<file path="src/gbn_pkg.sv">
// ----------------------------------------------------------------------------
// Go-Back-N sender window package
// Shared constants, request and register codes, and the command and status
// structures that join the controller to the datapath.
// ----------------------------------------------------------------------------
`default_nettype none

package gbn_pkg;

   // Default size of the circular sequence space.
   localparam int SEQ_SPACE_DEF = 20;

   // Field widths fixed by the interface.
   localparam int REQ_TYPE_W  = 2;
   localparam int ACK_W       = 8;
   localparam int SEQ_OUT_W   = 5;
   localparam int WIN_W       = 5;
   localparam int PKT_W       = 16;
   localparam int LIMIT_W     = 8;
   localparam int CSR_IDX_W   = 2;
   localparam int CSR_DATA_W  = 16;

   // Width used for comparisons that mix the window register, the ack byte
   // and the sequence space size.
   localparam int CMP_W = 9;

   // Request types.
   localparam logic [REQ_TYPE_W-1:0] REQ_START = 2'd0;
   localparam logic [REQ_TYPE_W-1:0] REQ_SEND  = 2'd1;
   localparam logic [REQ_TYPE_W-1:0] REQ_ACK   = 2'd2;
   localparam logic [REQ_TYPE_W-1:0] REQ_POLL  = 2'd3;

   // Configuration register indexes.
   localparam logic [CSR_IDX_W-1:0] CSR_WINDOW_SIZE   = 2'd0;
   localparam logic [CSR_IDX_W-1:0] CSR_TOTAL_PACKETS = 2'd1;
   localparam logic [CSR_IDX_W-1:0] CSR_TIMEOUT_LIMIT = 2'd2;

   // Configuration reset values.
   localparam logic [WIN_W-1:0]   WINDOW_SIZE_RST   = 5'd10;
   localparam logic [PKT_W-1:0]   TOTAL_PACKETS_RST = 16'd0;
   localparam logic [LIMIT_W-1:0] TIMEOUT_LIMIT_RST = 8'd20;

   // Commands from the controller to the datapath.
   typedef struct packed {
      logic capture;    // latch the request being transferred
      logic exec;       // evaluate the latched request
      logic span_step;  // re-mark one sequence of the pending span
      logic load_out;   // move the result into the output register
   } gbn_cmd_type;

   // Status from the datapath to the controller.
   typedef struct packed {
      logic span_req;   // the latched request needs a re-mark span
      logic span_last;  // the current span step is the final one
      logic out_free;   // the output register can take a new result
   } gbn_status_type;

endpackage

`default_nettype wire

</file>
<file path="src/gbn_ctrl.sv">
// ----------------------------------------------------------------------------
// Go-Back-N sender window controller
// Sequences each request through capture, evaluation, an optional re-mark
// span of one sequence per cycle, and hand-over to the output register.
// ----------------------------------------------------------------------------
`default_nettype none

module gbn_ctrl (
   input  wire logic                    clock,
   input  wire logic                    reset,
   input  wire logic                    req_valid,
   output logic                         req_ready,
   input  wire gbn_pkg::gbn_status_type status,
   output gbn_pkg::gbn_cmd_type         cmd
);
   import gbn_pkg::*;

   localparam logic [1:0] ST_IDLE = 2'd0;
   localparam logic [1:0] ST_EXEC = 2'd1;
   localparam logic [1:0] ST_SPAN = 2'd2;
   localparam logic [1:0] ST_FIN  = 2'd3;

   logic [1:0] state_ff;
   logic [1:0] state_in;

   // Next state and command decode.
   always_comb begin
      state_in      = state_ff;
      cmd           = '0;
      req_ready     = 1'b0;
      unique case (state_ff)
         ST_IDLE: begin
            req_ready   = 1'b1;
            cmd.capture = req_valid;
            if (req_valid) begin
               state_in = ST_EXEC;
            end
         end
         ST_EXEC: begin
            cmd.exec = 1'b1;
            state_in = status.span_req ? ST_SPAN : ST_FIN;
         end
         ST_SPAN: begin
            cmd.span_step = 1'b1;
            if (status.span_last) begin
               state_in = ST_FIN;
            end
         end
         ST_FIN: begin
            if (status.out_free) begin
               cmd.load_out = 1'b1;
               state_in     = ST_IDLE;
            end
         end
         default: begin
            state_in = ST_IDLE;
         end
      endcase
   end

   // State register.
   always_ff @(posedge clock) begin
      if (reset) begin
         state_ff <= ST_IDLE;
      end else begin
         state_ff <= state_in;
      end
   end

endmodule

`default_nettype wire

</file>
<file path="src/gbn_datapath.sv">
// ----------------------------------------------------------------------------
// Go-Back-N sender window datapath
// Holds the window state, the acknowledged marks and the configuration, and
// computes each result under the controller's commands.
// ----------------------------------------------------------------------------
`default_nettype none

module gbn_datapath #(
   parameter int SEQ_SPACE = gbn_pkg::SEQ_SPACE_DEF
) (
   input  wire logic                                clock,
   input  wire logic                                reset,
   input  wire logic                                csr_write_en,
   input  wire logic [gbn_pkg::CSR_IDX_W-1:0]       csr_index,
   input  wire logic [gbn_pkg::CSR_DATA_W-1:0]      csr_wdata,
   input  wire logic [gbn_pkg::REQ_TYPE_W-1:0]      req_type,
   input  wire logic [gbn_pkg::ACK_W-1:0]           req_ack_value,
   input  wire logic                                rsp_ready,
   output logic                                     rsp_valid,
   output logic                                     rsp_send_valid,
   output logic [gbn_pkg::SEQ_OUT_W-1:0]            rsp_send_seq,
   output logic [gbn_pkg::PKT_W-1:0]                rsp_packet_index,
   output logic                                     rsp_timed_out,
   output logic                                     rsp_ack_ignored,
   output logic [gbn_pkg::SEQ_OUT_W-1:0]            rsp_window_base,
   output logic                                     rsp_done_res,
   input  wire gbn_pkg::gbn_cmd_type                cmd,
   output gbn_pkg::gbn_status_type                  status
);
   import gbn_pkg::*;

   localparam int SW = (SEQ_SPACE > 1) ? $clog2(SEQ_SPACE) : 1;
   localparam int CW = $clog2(SEQ_SPACE + 1);
   localparam logic [SW-1:0]    SEQ_LAST  = SW'(SEQ_SPACE - 1);
   localparam logic [CMP_W-1:0] SPACE_CMP = CMP_W'(SEQ_SPACE);
   localparam logic [CMP_W-1:0] WMAX_CMP  = CMP_W'(SEQ_SPACE - 1);

   // Circular distance a - b over the sequence space.
   function automatic logic [SW-1:0] circ_dist(input logic [SW-1:0] a,
                                               input logic [SW-1:0] b);
      logic [SW:0] diff;
      diff = {1'b0, a} - {1'b0, b};
      if (diff[SW]) begin
         diff = diff + (SW+1)'(SEQ_SPACE);
      end
      return diff[SW-1:0];
   endfunction

   // Step one place forward with wrap.
   function automatic logic [SW-1:0] seq_inc(input logic [SW-1:0] a);
      return (a == SEQ_LAST) ? '0 : a + SW'(1);
   endfunction

   // Configuration.
   logic [WIN_W-1:0]   win_ff;
   logic [PKT_W-1:0]   total_ff;
   logic [LIMIT_W-1:0] limit_ff;

   // Window state.
   logic [SEQ_SPACE-1:0] marks_ff, marks_in;
   logic [SW-1:0]        base_ff, base_in;
   logic [SW-1:0]        next_ff, next_in;
   logic [PKT_W-1:0]     sent_ff, sent_in;
   logic [LIMIT_W-1:0]   idle_ff, idle_in;
   logic [CW-1:0]        unmarked_ff, unmarked_in;

   // Span walker.
   logic [SW-1:0] ptr_ff, ptr_in;
   logic [SW-1:0] remain_ff, remain_in;

   // Latched request.
   logic [REQ_TYPE_W-1:0] type_ff, type_in;
   logic [ACK_W-1:0]      ack_ff, ack_in;

   // Result held until hand-over.
   logic             res_sv_ff, res_sv_in;
   logic [SW-1:0]    res_seq_ff, res_seq_in;
   logic [PKT_W-1:0] res_pidx_ff, res_pidx_in;
   logic             res_tmo_ff, res_tmo_in;
   logic             res_ign_ff, res_ign_in;

   // Output register.
   logic                 out_valid_ff, out_valid_in;
   logic                 out_sv_ff, out_sv_in;
   logic [SEQ_OUT_W-1:0] out_seq_ff, out_seq_in;
   logic [PKT_W-1:0]     out_pidx_ff, out_pidx_in;
   logic                 out_tmo_ff, out_tmo_in;
   logic                 out_ign_ff, out_ign_in;
   logic [SEQ_OUT_W-1:0] out_base_ff, out_base_in;
   logic                 out_done_ff, out_done_in;

   // Decisions on the latched request.
   logic [SW-1:0]    outstanding;
   logic [CMP_W-1:0] weff;
   logic             grant;
   logic [CMP_W-1:0] ack_cmp;
   logic             ack_bad;
   logic [SW-1:0]    ack_seq;
   logic [SW-1:0]    ack_dist;
   logic             ack_used;
   logic [CMP_W-1:0] poll_next;
   logic             poll_tmo;
   logic [PKT_W-1:0] sent_rewind;

   always_comb begin
      outstanding = circ_dist(next_ff, base_ff);
      weff        = (CMP_W'(win_ff) < WMAX_CMP) ? CMP_W'(win_ff) : WMAX_CMP;
      grant       = (CMP_W'(outstanding) < weff) && marks_ff[next_ff] &&
                    (sent_ff < total_ff);
      ack_cmp     = CMP_W'(ack_ff);
      ack_bad     = (ack_ff == '0) || (ack_cmp > SPACE_CMP);
      ack_seq     = SW'(ack_cmp - CMP_W'(1));
      ack_dist    = circ_dist(ack_seq, base_ff);
      ack_used    = !ack_bad && (ack_dist < outstanding);
      poll_next   = CMP_W'(idle_ff) + CMP_W'(1);
      poll_tmo    = poll_next > CMP_W'(limit_ff);
      sent_rewind = (sent_ff >= PKT_W'(outstanding)) ?
                    sent_ff - PKT_W'(outstanding) : '0;
   end

   // Status to the controller.
   always_comb begin
      status.span_req  = ((type_ff == REQ_ACK) && ack_used) ||
                         ((type_ff == REQ_POLL) && poll_tmo && (outstanding != '0));
      status.span_last = (remain_ff == SW'(1));
      status.out_free  = !out_valid_ff || rsp_ready;
   end

   // Next-state logic of the window, the span walker and the result.
   always_comb begin
      marks_in    = marks_ff;
      base_in     = base_ff;
      next_in     = next_ff;
      sent_in     = sent_ff;
      idle_in     = idle_ff;
      unmarked_in = unmarked_ff;
      ptr_in      = ptr_ff;
      remain_in   = remain_ff;
      type_in     = type_ff;
      ack_in      = ack_ff;
      res_sv_in   = res_sv_ff;
      res_seq_in  = res_seq_ff;
      res_pidx_in = res_pidx_ff;
      res_tmo_in  = res_tmo_ff;
      res_ign_in  = res_ign_ff;

      if (cmd.capture) begin
         type_in = req_type;
         ack_in  = req_ack_value;
      end

      if (cmd.exec) begin
         res_sv_in   = 1'b0;
         res_seq_in  = '0;
         res_pidx_in = '0;
         res_tmo_in  = 1'b0;
         res_ign_in  = 1'b0;
         unique case (type_ff)
            REQ_START: begin
               marks_in    = '1;
               base_in     = '0;
               next_in     = '0;
               sent_in     = '0;
               idle_in     = '0;
               unmarked_in = '0;
            end
            REQ_SEND: begin
               if (grant) begin
                  res_sv_in         = 1'b1;
                  res_seq_in        = next_ff;
                  res_pidx_in       = sent_ff;
                  marks_in[next_ff] = 1'b0;
                  unmarked_in       = unmarked_ff + CW'(1);
                  next_in           = seq_inc(next_ff);
                  sent_in           = sent_ff + PKT_W'(1);
               end
            end
            REQ_ACK: begin
               idle_in = '0;
               if (ack_bad) begin
                  res_ign_in = 1'b1;
               end else if (ack_used) begin
                  // Cumulative ack: re-mark from the base through the acked sequence.
                  ptr_in    = base_ff;
                  remain_in = ack_dist + SW'(1);
                  base_in   = (ack_cmp == SPACE_CMP) ? '0 : SW'(ack_ff);
               end
            end
            REQ_POLL: begin
               if (poll_tmo) begin
                  // Go back: re-mark the outstanding span and rewind to the base.
                  idle_in     = '0;
                  ptr_in      = base_ff;
                  remain_in   = outstanding;
                  sent_in     = sent_rewind;
                  next_in     = base_ff;
                  res_tmo_in  = 1'b1;
                  res_pidx_in = sent_rewind;
               end else begin
                  idle_in = LIMIT_W'(poll_next);
               end
            end
            default: begin
               idle_in = idle_ff;
            end
         endcase
      end

      // One sequence of the span is re-marked per cycle.
      if (cmd.span_step) begin
         if (!marks_ff[ptr_ff]) begin
            unmarked_in = unmarked_ff - CW'(1);
         end
         marks_in[ptr_ff] = 1'b1;
         ptr_in           = seq_inc(ptr_ff);
         remain_in        = remain_ff - SW'(1);
      end
   end

   // Output register next values.
   always_comb begin
      out_valid_in = out_valid_ff;
      out_sv_in    = out_sv_ff;
      out_seq_in   = out_seq_ff;
      out_pidx_in  = out_pidx_ff;
      out_tmo_in   = out_tmo_ff;
      out_ign_in   = out_ign_ff;
      out_base_in  = out_base_ff;
      out_done_in  = out_done_ff;
      if (cmd.load_out) begin
         out_valid_in = 1'b1;
         out_sv_in    = res_sv_ff;
         out_seq_in   = SEQ_OUT_W'(res_seq_ff);
         out_pidx_in  = res_pidx_ff;
         out_tmo_in   = res_tmo_ff;
         out_ign_in   = res_ign_ff;
         out_base_in  = SEQ_OUT_W'(base_ff);
         out_done_in  = (sent_ff == total_ff) && (unmarked_ff == '0);
      end else if (rsp_ready) begin
         out_valid_in = 1'b0;
      end
   end

   // Control and window registers.
   always_ff @(posedge clock) begin
      if (reset) begin
         win_ff       <= WINDOW_SIZE_RST;
         total_ff     <= TOTAL_PACKETS_RST;
         limit_ff     <= TIMEOUT_LIMIT_RST;
         marks_ff     <= '1;
         base_ff      <= '0;
         next_ff      <= '0;
         sent_ff      <= '0;
         idle_ff      <= '0;
         unmarked_ff  <= '0;
         remain_ff    <= '0;
         out_valid_ff <= 1'b0;
      end else begin
         if (csr_write_en) begin
            case (csr_index)
               CSR_WINDOW_SIZE:   win_ff   <= csr_wdata[WIN_W-1:0];
               CSR_TOTAL_PACKETS: total_ff <= csr_wdata[PKT_W-1:0];
               CSR_TIMEOUT_LIMIT: limit_ff <= csr_wdata[LIMIT_W-1:0];
               default:           limit_ff <= limit_ff;
            endcase
         end
         marks_ff     <= marks_in;
         base_ff      <= base_in;
         next_ff      <= next_in;
         sent_ff      <= sent_in;
         idle_ff      <= idle_in;
         unmarked_ff  <= unmarked_in;
         remain_ff    <= remain_in;
         out_valid_ff <= out_valid_in;
      end
   end

   // Payload registers.
   always_ff @(posedge clock) begin
      ptr_ff      <= ptr_in;
      type_ff     <= type_in;
      ack_ff      <= ack_in;
      res_sv_ff   <= res_sv_in;
      res_seq_ff  <= res_seq_in;
      res_pidx_ff <= res_pidx_in;
      res_tmo_ff  <= res_tmo_in;
      res_ign_ff  <= res_ign_in;
      out_sv_ff   <= out_sv_in;
      out_seq_ff  <= out_seq_in;
      out_pidx_ff <= out_pidx_in;
      out_tmo_ff  <= out_tmo_in;
      out_ign_ff  <= out_ign_in;
      out_base_ff <= out_base_in;
      out_done_ff <= out_done_in;
   end

   assign rsp_valid        = out_valid_ff;
   assign rsp_send_valid   = out_sv_ff;
   assign rsp_send_seq     = out_seq_ff;
   assign rsp_packet_index = out_pidx_ff;
   assign rsp_timed_out    = out_tmo_ff;
   assign rsp_ack_ignored  = out_ign_ff;
   assign rsp_window_base  = out_base_ff;
   assign rsp_done_res     = out_done_ff;

endmodule

`default_nettype wire

</file>
<file path="src/go_back_n_sender_window_top.sv">
// ----------------------------------------------------------------------------
// Go-Back-N sender window, top level
// Flow: each request is captured, evaluated, walks a re-mark span of the k
// sequences re-marked by a cumulative ack or a go-back, and is handed over.
// Requests: a new one is taken only once the last result is handed over;
// k is at most SEQ_SPACE - 1 and the span walker re-marks one sequence per
// cycle. A result that the receiver has not yet taken holds the next one,
// and so the input. Reset: synchronous; all marks set, window and counters
// cleared, configuration registers at their defaults.
// ----------------------------------------------------------------------------
`default_nettype none

module go_back_n_sender_window_top #(
   parameter int SEQ_SPACE = gbn_pkg::SEQ_SPACE_DEF
) (
   input  wire logic                           clock,
   input  wire logic                           reset,
   input  wire logic                           csr_write_en,
   input  wire logic [gbn_pkg::CSR_IDX_W-1:0]  csr_index,
   input  wire logic [gbn_pkg::CSR_DATA_W-1:0] csr_wdata,
   input  wire logic                           req_valid,
   output logic                                req_ready,
   input  wire logic [gbn_pkg::REQ_TYPE_W-1:0] req_type,
   input  wire logic [gbn_pkg::ACK_W-1:0]      req_ack_value,
   output logic                                rsp_valid,
   input  wire logic                           rsp_ready,
   output logic                                rsp_send_valid,
   output logic [gbn_pkg::SEQ_OUT_W-1:0]       rsp_send_seq,
   output logic [gbn_pkg::PKT_W-1:0]           rsp_packet_index,
   output logic                                rsp_timed_out,
   output logic                                rsp_ack_ignored,
   output logic [gbn_pkg::SEQ_OUT_W-1:0]       rsp_window_base,
   output logic                                rsp_done_res
);
   import gbn_pkg::*;

   gbn_cmd_type    cmd;
   gbn_status_type status;

   // Controller.
   gbn_ctrl u_ctrl (
      .clock     (clock),
      .reset     (reset),
      .req_valid (req_valid),
      .req_ready (req_ready),
      .status    (status),
      .cmd       (cmd)
   );

   // Datapath.
   gbn_datapath #(
      .SEQ_SPACE (SEQ_SPACE)
   ) u_datapath (
      .clock            (clock),
      .reset            (reset),
      .csr_write_en     (csr_write_en),
      .csr_index        (csr_index),
      .csr_wdata        (csr_wdata),
      .req_type         (req_type),
      .req_ack_value    (req_ack_value),
      .rsp_ready        (rsp_ready),
      .rsp_valid        (rsp_valid),
      .rsp_send_valid   (rsp_send_valid),
      .rsp_send_seq     (rsp_send_seq),
      .rsp_packet_index (rsp_packet_index),
      .rsp_timed_out    (rsp_timed_out),
      .rsp_ack_ignored  (rsp_ack_ignored),
      .rsp_window_base  (rsp_window_base),
      .rsp_done_res     (rsp_done_res),
      .cmd              (cmd),
      .status           (status)
   );

endmodule

`default_nettype wire
</file>
<file path="config.mk">
export PLATFORM = sky130hd
export DESIGN_NAME = go_back_n_sender_window_top
export DESIGN_NICKNAME = d
export VERILOG_FILES = /design/src/gbn_pkg.sv /design/src/gbn_ctrl.sv /design/src/gbn_datapath.sv /design/src/go_back_n_sender_window_top.sv
export SDC_FILE = /design/constraint.sdc
export NUM_CORES = 1
export LEC_CHECK = 0
export BUFFER_PORTS_ARGS = -buffer_cell sky130_fd_sc_hd__buf_2
export CAP_MARGIN = 10
export CORE_MARGIN = 3
export CORE_UTILIZATION = 47
export CTS_BUF_LIST = sky130_fd_sc_hd__clkbuf_2
export DETAILED_ROUTE_END_ITERATION = 16
export HOLD_SLACK_MARGIN = 0.06
export SLEW_MARGIN = 20
export SYNTH_ARGS = -nofsm -noshare
export SYNTH_HDL_FRONTEND = slang
export SYNTH_SLANG_ARGS = --single-unit
</file>
<file path="constraint.sdc">
create_clock -name clock -period 6 [get_ports clock]
set_clock_uncertainty 0.15 [all_clocks]
set_input_delay 0.3 -clock clock [delete_from_list [all_inputs] [get_ports clock]]
set_output_delay 0.3 -clock clock [all_outputs]
set_load 0.05 [all_outputs]
</file>
# Yosys cells after proc, flatten, opt, wreduce, memory -nomap -nowiden
# Index checks and enable logic that the tools add are counted.
word_totals:
  register_bits: 165
  inputBits: 33
  out_inout_bits: 32
  wordCells: 179
classes:
  add_sub_neg: 14
  order_cmp: 11
  n_eq_ne: 23
  mux: 65
  bitwise: 3
  n_reduce_logical: 36
ops:
  columns: ["cell", "count"]
  rows:
  - ["5-bit two-way mux", 23]
  - ["16-bit two-way mux", 5]
  - ["20-bit two-way mux", 3]
  - ["16-bit one-hot mux with 3 select lines", 1]
  - ["20-bit one-hot mux with 2 select lines", 1]
  - ["5-bit one-hot mux with 2 select lines", 4]
  - ["16-bit one-hot mux with 2 select lines", 1]
  - ["5-bit by 1-bit adder with 5-bit output (second input constant)", 4]
  - ["20-bit bitwise AND", 1]
  - ["20-bit inverter", 1]
  - ["20-bit bitwise OR", 1]
  - ["16-bit by 1-bit adder with 16-bit output (second input constant)", 1]
  - ["16-bit == test", 1]
  - ["16-bit by 5-bit >= comparator with 1-bit output", 1]
  - ["16-bit less-than comparator", 1]
  - ["1-bit two-way mux", 16]
  - ["8-bit one-hot mux with 2 select lines", 1]
  - ["16-bit by 5-bit subtractor with 16-bit output", 1]
  - ["5-bit one-hot mux with 3 select lines", 1]
  - ["5-bit by 1-bit subtractor with 5-bit output (second input constant)", 3]
  - ["5-bit by 6-bit less-than comparator with 1-bit output (second input constant)", 2]
  - ["5-bit by 5-bit subtractor with 6-bit output", 2]
  - ["5-bit adder (second input constant)", 2]
  - ["1-bit binary-select mux with 5-bit select", 2]
  - ["34 further kinds", 73]

# Logic depth before layout (Yosys ltp)
depth:
  depth_word: 11
  mapped_depth: 19
  depth_no_buf: 19

# Modules after synthesis
# Synthesis repeated with hierarchy kept, for this count alone.
hier_totals:
  cells_unflattened: 1078
  area_unflattened_um2: 9867.0
modules_own_cells:
  columns: ["module", "instances", "cells_per_inst", "area_each_um2", "seq_area_each_um2"]
  rows:
  - ["gbn_datapath", 1, 1054, 9656.8, 3953.8]
  - ["gbn_ctrl", 1, 24, 210.2, 40.0]

# Worst setup path after synthesis
# Ideal clock, no wire load.
synth_timing:
  kind: "reg2reg"
  start: "reg u_datapath.next_ff[0]"
  end: "reg u_datapath.res_pidx_ff[5] (data pin)"
  setup_ps: 274
  arrival_time_ps: 3855
  required_ps: 5576
  path_slack_ps: 1721
  path_stages_with_launch: 19
  path_buffers: 2
  synth_period_minus_slack_ps: 4279
  path_cell_list: "dfxtp_1 > buf_2 > inv_1 > ha_1 > inv_1 > fa_1 > xnor2_1 > inv_1 > ha_1 > nor2_1 > xor2_1 > mux2i_1 > nand2_1 > xnor2_1 > a31o_2 > o31ai_1 > clkbuf_1 > or2_0 > a31oi_1"
synth_between:
  elab_chain_len: 8
  word_cells_on_any_way: 14
  classes_between: "3 x add/sub; 2 x order compare; 7 x mux; 2 x reduce/logical"
synth_lines:
  columns: ["item", "line", "source"]
  rows:
  - ["start: declaration", "gbn_datapath.sv:62", "logic [SW-1:0] next_ff, next_in;"]
  - ["start signal: assignment", "gbn_datapath.sv:269", "next_ff <= next_in;"]
  - ["parallel branches: the longest is 7 deep, another holds 16-bit by 5-bit subtractor with 16-bit output", null, null]
  - ["16-bit one-hot mux with 2 select lines (*)", "gbn_datapath.sv:158", "unique case (type_ff)"]
  - ["end signal: assignment", "gbn_datapath.sv:285", "res_pidx_ff <= res_pidx_in;"]
  - ["end: declaration", "gbn_datapath.sv:78", "logic [PKT_W-1:0] res_pidx_ff, res_pidx_in;"]
# Every way passes the cells marked *. The select of a mux whose other input is x is not followed.
# A chain may end at the register's enable or synchronous reset.

# Final worst setup path
layout_timing:
  start: "reg u_datapath.next_ff[0]"
  end: "reg u_datapath.sent_ff[3]"
layout_between:
  elab_chain_len: 8
  word_cells_on_any_way: 15
  classes_between: "3 x add/sub; 2 x order compare; 1 x eq/ne; 6 x mux; 3 x reduce/logical"
layout_lines:
  columns: ["item", "line", "source"]
  rows:
  - ["parallel branches: the longest is 8 deep, another holds 16-bit by 5-bit subtractor with 16-bit output", null, null]
  - ["end signal: assignment", "gbn_datapath.sv:270", "sent_ff <= sent_in;"]
  - ["end: declaration", "gbn_datapath.sv:63", "logic [PKT_W-1:0] sent_ff, sent_in;"]
# Parallel ways; which one is timed is not known. The select of a mux whose other input is x is not followed.

==> reports/metrics.cfg <==
[hold_path]
hp-class = input port to flip-flop
hold_path_depth = 2

[synthesis]
yosysMostFrequentCell = nand2_1
synth-seq-cells = 165
synth_top_area_share_pct = 20.68
syn_inst = 1098
synthArstFlopShare_pct = 0
yosys_warnings = 0
avgSynthCellArea_um2 = 9.123
synth_edf_count = 69
synth.distinct_cells = 89
ys.flop_type = dfxtp_1
synth.cell_area_mm2 = 0.01002
synth_nets = 1195
ys_seq_area_share_pct = 39.87
synthTopCellsByCount = nand2_1, dfxtp_1, nor2_1
synth_top_area_cell = edfxtp_1
synth_area_leaders = edfxtp_1, dfxtp_1, ha_1

[worst_setup_path]
cp.required_ns = 6.52
crit_type = flip-flop to flip-flop
ff2ff_path_depth = 16
critPathLaunchType = flip-flop
path_max_fanout = 12
cp-end-kind = flip-flop
crit_arrival_ns = 5.73

[floorplanning]
die_h_um = 152.0
initial_utilization_pct = 48.72
dieArea_mm2 = 0.02310
rows = 52
io_pins = 65
coreArea_mm2 = 0.02056
fp.dieW_um = 152.0

[clock_tree]
numClockSinks = 165
postCtsSetupRepairBufs = 0
numCtsBuffers = 17
clk_latency_ns = 0.77
cts.clk_slew.worst_paths_ns = 0.26
cts_tree = yes
cts_max_level = 4
clk_path_buf_depth = 2
cts_root_buf = clkbuf_2

[grt]
grt_use_total_pct = 22.88
grt_max_degree = 49
overflow = 0
grt_pass1_vias = 8352
antenna_found_initial = 1
grt_pass1_wl_mm = 43.59

[timing]
relSlewSlack_pct = 24.48
fin_crit_sh_pct = 86.87
setup_tns_ns = 0
finalMaxSlewViolations = 0
final.min_clock_period_ns = 5.212
hold_viol = 0
tightest_slew_ns = 1.130
rsz0062_at_grt = false
setup_viol = 0
fmax_mhz = 191.9
setup_ws_ns = 0.7878
hold_slack_ns = 0.1278

[pwr]
power_frac_clock_pct = 16.4
combPwrFrac_pct = 47.1
power.density_mw_per_mm2 = 365.0
p_seq_share_pct = 36.5
switching_share_pct = 44.74
leakagePower_uw = 0.004194
vdd_drop_max_mv = 0.2798
total_power_uw = 4129
p_int_uw = 2282
p_switching_uw = 1848

[layout]
syn2layout_area_growth_pct = 12.94
final_area_mm2 = 0.01131
drive_gt1_share_pct = 12.17
nNetsFinal = 1284

[route]
drtPass1Iterations = 5
drt-vias-per-instance = 5.937
post_drt_wl_per_cell_um = 18.21
vias = 8734
drc = 0
ant_nets = 0
routed_wl_mm = 26.79
initialDrtViolationCount = 788

[run_status]
outcome = finished clean

[run]
cap_violations = 0

[placed_design]
dp_slack_ns = 0.9462
place_congestion = 0.8894
place_area_mm2 = 0.01055
portBuffers = 64
hpwl_mm = 18.75

## cells in the final DEF, fill, tap and decap left out, types with 45 or more instances in the layout
cell type and count:
nand2_1 104, dfxtp_1 96, nor2_1 95, inv_1 83, edfxtp_1 69, buf_2 64, a21oi_1 62, ha_1 61
dlygate4sd3_1 49, o21ai_0 45
## stage by stage
stage / cells / util [%]
final: 1471 / 55.03
after global routing: 1471 / 55.03
after CTS: 1470 / 55.01
after detailed placement: 1389 / 51.33
after global placement: 1389 / 51.33
after floorplan: 1098 / -
## worst max-delay path, stage by stage, from the launching register on
cell and delay (ns):
dfxtp_1 0.51, inv_1 0.23, ha_1 0.22, inv_1 0.06, fa_1 0.43, xnor2_1 0.48, inv_1 0.22, ha_1 0.23
nor2_1 0.20, xor2_1 0.09, mux2i_1 0.31, and2_1 0.35, o21ai_0 0.18, o21a_2 0.33, a31oi_2 0.57, a221oi_1 0.21
a2111oi_2 0.38
## metal layers
layer | global-route usage, % | part of all wire (%) | vias to the layer above
li1 | - | - | 4237
met2 | 36.33 | 46 | 301
met1 | 32.61 | 47 | 4153
met3 | 3.555 | 5.2 | 43
met4 | 6.464 | 1.8 | 0
met5 | 0 | 0 | -
## worst paths after layout
path	slack [ns]	from	to
worst max-delay path	0.79	u_datapath.next_ff[0]$_SDFFE_PP0P_	u_datapath.sent_ff[3]$_SDFFE_PP0P_
worst min-delay path	0.13	req_type[1]	u_datapath.type_ff[1]$_DFFE_PP_
worst max register to register	0.79	u_datapath.next_ff[0]$_SDFFE_PP0P_	u_datapath.sent_ff[3]$_SDFFE_PP0P_
worst min register to register	0.27	u_datapath.res_pidx_ff[5]$_DFFE_PP_	u_datapath.rsp_packet_index[5]$_DFFE_PP_
## registers in the layout (all words and copies together) (netlist names), 2 cells and up
name                         flops
u_datapath.next_ff               5
u_datapath.marks_ff             20
u_datapath.total_ff             16
u_datapath.rsp_send_seq          5
u_datapath.remain_ff             5
u_datapath.base_ff               5
u_datapath.idle_ff               8
u_datapath.ack_ff                8
u_datapath.win_ff                5
u_datapath.limit_ff              8
u_ctrl.state_ff                  2
u_datapath.res_seq_ff            5
u_datapath.sent_ff              16
u_datapath.rsp_window_base       5
u_datapath.rsp_packet_index     16
u_datapath.ptr_ff                5
u_datapath.res_pidx_ff          16
u_datapath.type_ff               2
u_datapath.unmarked_ff           5
## kinds of logic (layout without fill, tap and decap cells)
| family | after synthesis | after routing | share of synthesized area, % |
|---|---|---|---|
| muxes | 30 | 30 | 4.397 |
| other | 0 | 1 | 0 |
| AOI/OAI and AO/OA | 288 | 288 | 20.85 |
| adders and majority gates | 67 | 67 | 8.519 |
| and+or+nand+nor | 381 | 381 | 18.55 |
| xor gates and xnor gates | 28 | 28 | 2.448 |
| buffers and inverters | 139 | 241 | 5.371 |
| DFF | 165 | 165 | 39.87 |
## final cells by class
cell class / count / area (um^2)
repair buffers: 125 / 900.9
clock buffers: 18 / 90.09
clock inverters: 14 / 176.4
flip-flops and latches: 165 / 3994
inverters: 84 / 315.3
well taps: 270 / 337.8
multi-input cells: 794 / 5497
fillers: 1944 / 9246
diodes: 1 / 2.502
## what timing repair did
action,4_1_cts,5_1_grt
gates resized for setup,0,0
hold buffers,49,0
endpoints found under the hold margin,71,0
## power by group through the flow
| stage | Clock, uW | Sequential, uW | Combinational (uW) |
|---|---|---|---|
| 6_report | 677 | 1510 | 1950 |
| 5_1_grt | 738 | 1530 | 2130 |
| 4_1_cts | 692 | 1500 | 1920 |
| 3_5_place_dp | 0 | 1530 | 1890 |
| 3_3_place_gp | 0 | 1520 | 1880 |
| 2_1_floorplan | 0 | 1550 | 1390 |
No activity file was read; power rests on OpenSTA's default activity.
